--- src/rtl/tgr_sbox_ram.sv ---
module tgr_sbox_ram (
  input  logic       clk,
  input  logic       re,
  input  logic [7:0] raddr0,
  input  logic [7:0] raddr1,
  output logic [7:0] rdata0,
  output logic [7:0] rdata1,
  input  logic       we,
  input  logic [7:0] waddr,
  input  logic [7:0] wdata
);

  logic [7:0] mem [256];

  always_ff @(posedge clk) begin
    if (we) begin
      mem[waddr] <= wdata;
    end
    if (re) begin
      rdata0 <= mem[raddr0];
      rdata1 <= mem[raddr1];
    end
  end

endmodule

--- config.mk ---
export PLATFORM = sky130hd
export DESIGN_NAME = tgr_sbox_ram
export DESIGN_NICKNAME = d
export VERILOG_FILES = /design/src/rtl/tgr_sbox_ram.sv
export SDC_FILE = /design/constraint.sdc
export NUM_CORES = 2
export LEC_CHECK = 0
export BUFFER_PORTS_ARGS = -buffer_cell sky130_fd_sc_hd__clkbuf_2
export CORE_ASPECT_RATIO = 0.75
export CORE_MARGIN = 10
export CORE_UTILIZATION = 30
export CTS_CLUSTER_DIAMETER = 200
export DETAILED_ROUTE_END_ITERATION = 7
export GPL_ROUTABILITY_DRIVEN = 0
export PLACE_DENSITY = 0.45
export SLEW_MARGIN = 15
export SYNTH_ARGS = -nofsm -noshare
export SYNTH_HDL_FRONTEND = slang
export SYNTH_SLANG_ARGS = --single-unit
export TNS_END_PERCENT = 10
--- constraint.sdc ---
create_clock -name clk -period 2.8 [get_ports clk]
set_clock_uncertainty 0.1 [all_clocks]
set_input_delay 0.14 -clock clk [delete_from_list [all_inputs] [get_ports clk]]
set_output_delay 0.14 -clock clk [all_outputs]
set_load 0.01 [all_outputs]
==> Word level (Yosys, flattened, before mapping) <==
Memories as Yosys holds them, arrays and structs flattened. A register that Yosys moved wholly into a read port is not among the register bits.
Index checks and enable logic that the tools add are counted.
{ "classes": {"div": 0, "reduce_logical": 0, "muxes": 2, "magnitude_cmp": 0, "n_addsub": 0, "n_shift": 0, "bitwise": 0, "n_mul": 0, "n_eq_ne": 0} }
{ "ops": {"columns": ["op", "n"], "rows": [
  ["2-to-1 mux 1 bit", 2]
]} }
{ "totals": {"latchBits": 0, "reg_bits": 0, "word_cells": 3, "output_inout_bits": 16, "mem_bits_ro": 0, "ram_bits": 2048, "n_memories": 1} }
{ "memory_table": {"columns": ["memory", "depth", "word_bits", "read_ports", "rd_ports_with_merged_regs", "write_ports", "line", "source"], "rows": [
  ["mem", 256, 8, 2, 2, 1, "13", "logic [7:0] mem [256];"]
]} }

==> Depth between registers and ports, before layout <==
{ "logic_depth": {"word_depth": 2, "mapped_depth": 12} }

==> Worst setup path after synthesis <==
Ideal clock, no wire load.
{ "synth_path": {"path_kind": "input -> register", "from": "in raddr1[0]", "to": "reg rdata1[0] (read register of mem) (data pin)", "t_arrival_ps": 2041, "cell_stages": 9, "path_buffers": 3, "slack_ps": 382, "t_required_ps": 2423, "path_cell_list": "buf_4 -> buf_6 -> buf_2 -> mux4_2 -> mux4_2 -> nand2_1 -> a21oi_1 -> a21oi_1 -> a221oi_2"} }
{ "synth_rtl": {"columns": ["item", "line", "source"], "rows": [
  ["from (decl)", "5", "input logic [7:0] raddr1,"],
  ["to (decl)", "7", "output logic [7:0] rdata1,"]
]} }

==> flow_metrics.tcl <==
set metrics [dict create \
    insertion_delay_ns 0.92 \
    worstSetupPathType "register to register" \
    async_flop_share_pct 0 \
    area_growth_pct 20.6 \
    fin_crit_sh_pct 101 \
    r2r_start "mem[244][4]" \
    clockRootBuffer "clkbuf_16" \
    hpwl_um 261000 \
    slew_violations 0 \
    layout-drive-gt1-share_pct 42.4 \
    drv_cap 0 \
    met1_usage_pct 30.6 \
    die-area_um2 347000 \
    yosysMostFrequentCell "edfxtp_1" \
    synth_edf_count 2064 \
    drtAntennaViolNets 0 \
    p_total_uw 70400 \
    cp-start-kind "register" \
    path_clk_slew_ns 0.06 \
    yosysTopAreaCellShare_pct 63.8 \
    holdWs_ns 0.115 \
    clock_path_buffers 4 \
    power_density_nw_per_um2 601 \
    hold_viol 0 \
    relSlewSlack_pct 25.6 \
    route.final.wire_length_um 366000 \
    hp-class "primary input to register" \
    grt_max_degree 123 \
    synthCells 4847 \
    start_util_pct 30.2 \
    worst_slack_ns -0.0390 \
    crit_start "mem[244][4]" \
    core_um2 322000 \
    use_met3_pct 4.39 \
    yosysSeqAreaShare_pct 63.8 \
    numPortBuffers 50 \
    worstPathRequired_ns 3.35 \
    fillCellCount 29800 \
    ir_drop_uv 524 \
    yosys-top-cells-area "edfxtp_1 64%, mux4_2 24%, mux2i_1 2.4%" \
    grt_pass1_vias 58200 \
    yosysTopAreaCell "edfxtp_1" \
    post_drt_via_cell_ratio 5.67 \
    outcome "finished, violations left" \
    grt_pass1_wl_um 500000 \
    synth_commonest_cells "2064 x edfxtp_1, 1051 x mux4_2, 298 x nor2_1" \
    cts-htree-levels 4 \
    yosys_register_bits 2064 \
    cts.sinks 2064 \
    fp.dieH_um 513 \
    wl_per_cell_um 35.8 \
    endpoint_kind "register" \
    busiest_layer "met1" \
    drt-pass1-iter-count 7 \
    fmax_mhz 352 \
    die_x_um 677 \
    drc 0 \
    setup_viol 1 \
    leakagePower_uw 0.0380 \
    rsz0062_at_grt "yes" \
    pin_count 51 \
    dpl_worst_slack_ns -1.19 \
    yosys_most_used_dff "edfxtp_1" \
    cts_buffers 219 \
    cts_tree "yes" \
    syn_nets 4882 \
    grt_overflow 0 \
    synthesis.area_um2 97100 \
    crit_fanout 2 \
    layout_min_cycle_time_ns 2.84 \
    drt-initial-drc-count 7781 \
    grt.total_usage_pct 20.5 \
    hold_start "raddr1[2]" \
    nets 5819 \
    antenna_found_initial 23 \
    violations "negative setup slack" \
    avgSynthCellArea_um2 20.0 \
    vias 58000 \
    arrival_ns 3.38 \
    worstMarginPinSlew_ns 1.09 \
    ys_warn_count 0 \
    global_route.usage.met2_pct 30.0 \
    placementRows 180 \
    yosysUniqueCellTypes 64 \
]
## where the power goes
part / leakage (µW) / internal (µW) / switching, µW / total [µW]
logic: 0.0161 / 3020 / 4150 / 7170
clock network: 0.00335 / 16300 / 12700 / 29100
registers: 0.0186 / 34100 / 104 / 34200
total: 0.0380 / 53500 / 17000 / 70400
## metrics by stage
stage          util (%)  area (µm²)  setup TNS, ns  instances
4_1_cts            36.4      117000        -0.0414      10200
6_report           36.4      117000        -0.0390      10200
2_1_floorplan         -       97100              0       4847
3_5_place_dp       34.2      110000         -10.83       9818
3_3_place_gp       34.2      110000         -12.50       9817
5_1_grt            36.4      117000         -0.126      10200
## flip-flops by register name, indices dropped and copies added (netlist names)
name    cells
mem      2048
rdata0      8
rdata1      8
## logic make-up (layout without fill, tap and decap cells)
logic type	count (synthesis)	after routing	synth area share, %
flip-flops	2064	2064	63.8
other	0	5	0
multiplexers	1325	1325	27.2
AND/OR/NAND/NOR	591	591	2.69
buffers and inverters	401	1506	2.73
AO/OA/AOI/OAI	466	466	3.53
## path summary, 6_finish.rpt
check              end  slack (ns)  cells after the start
max reg2reg  rdata1[4]       -0.04                      8
min          rdata1[0]        0.11                      5
max          rdata1[4]       -0.04                      8
min reg2reg  rdata0[0]        1.12                      4
## critical path, cell delays in order, from the launching register on
cell      delay (ns)
edfxtp_1        0.41
mux4_2          0.47
mux4_2          0.53
mux2i_4         0.32
buf_4           0.17
o21ai_1         0.11
buf_4           0.17
o211ai_1        0.22
a221oi_2        0.07
## cell usage in the layout (no fill, tap or decap), types with 20 or more instances in the layout
| cell | count |
|---|---|
| clkbuf_2 | 32 |
| buf_12 | 144 |
| a22oi_1 | 58 |
| mux4_2 | 1051 |
| o21ai_0 | 28 |
| nor2b_1 | 24 |
| edfxtp_1 | 2064 |
| buf_4 | 897 |
| bufinv_16 | 20 |
| mux2_2 | 37 |
| o221ai_1 | 65 |
| a21oi_1 | 79 |
| a22o_1 | 22 |
| clkinv_2 | 35 |
| clkbuf_16 | 223 |
| clkbuf_1 | 44 |
| nor2_1 | 296 |
| o22ai_1 | 46 |
| a211oi_1 | 24 |
| a221oi_1 | 30 |
| clkinv_1 | 52 |
| mux2i_1 | 235 |
| dlygate4sd3_1 | 22 |
| nand3_1 | 43 |
| nand2_1 | 113 |
## area by class of cell
| type | instances | area (µm²) | area share [%] |
|---|---|---|---|
| Timing Repair Buffer | 1111 | 10200 | 8.72 |
| Tap cell | 4277 | 5350 | 4.57 |
| Multi-Input combinational cell | 2382 | 32700 | 27.9 |
| Sequential cell | 2064 | 62000 | 52.9 |
| Clock inverter | 122 | 1130 | 0.968 |
| Inverter | 6 | 26.3 | 0.0224 |
| Antenna cell | 5 | 12.5 | 0.0107 |
| Clock buffer | 267 | 5750 | 4.90 |
## per-layer routing
layer / wire (µm) / share of wire (%)
met1: 165000 / 45
met2: 158000 / 43
met3: 32400 / 8.9
met4: 11300 / 3.1
met5: 0 / 0
## what timing repair did
| item | CTS | global route |
|---|---|---|
| hold endpoints to repair | 1470 | 0 |
| gates resized for setup | 14 | 8 |
| hold buffers | 22 | 0 |
| endpoints found under the setup margin | 6 | 8 |
| buffers inserted | 0 | 0 |
| pin swaps | 1 | 1 |
Note: power is estimated with default switching activity, not from simulation.
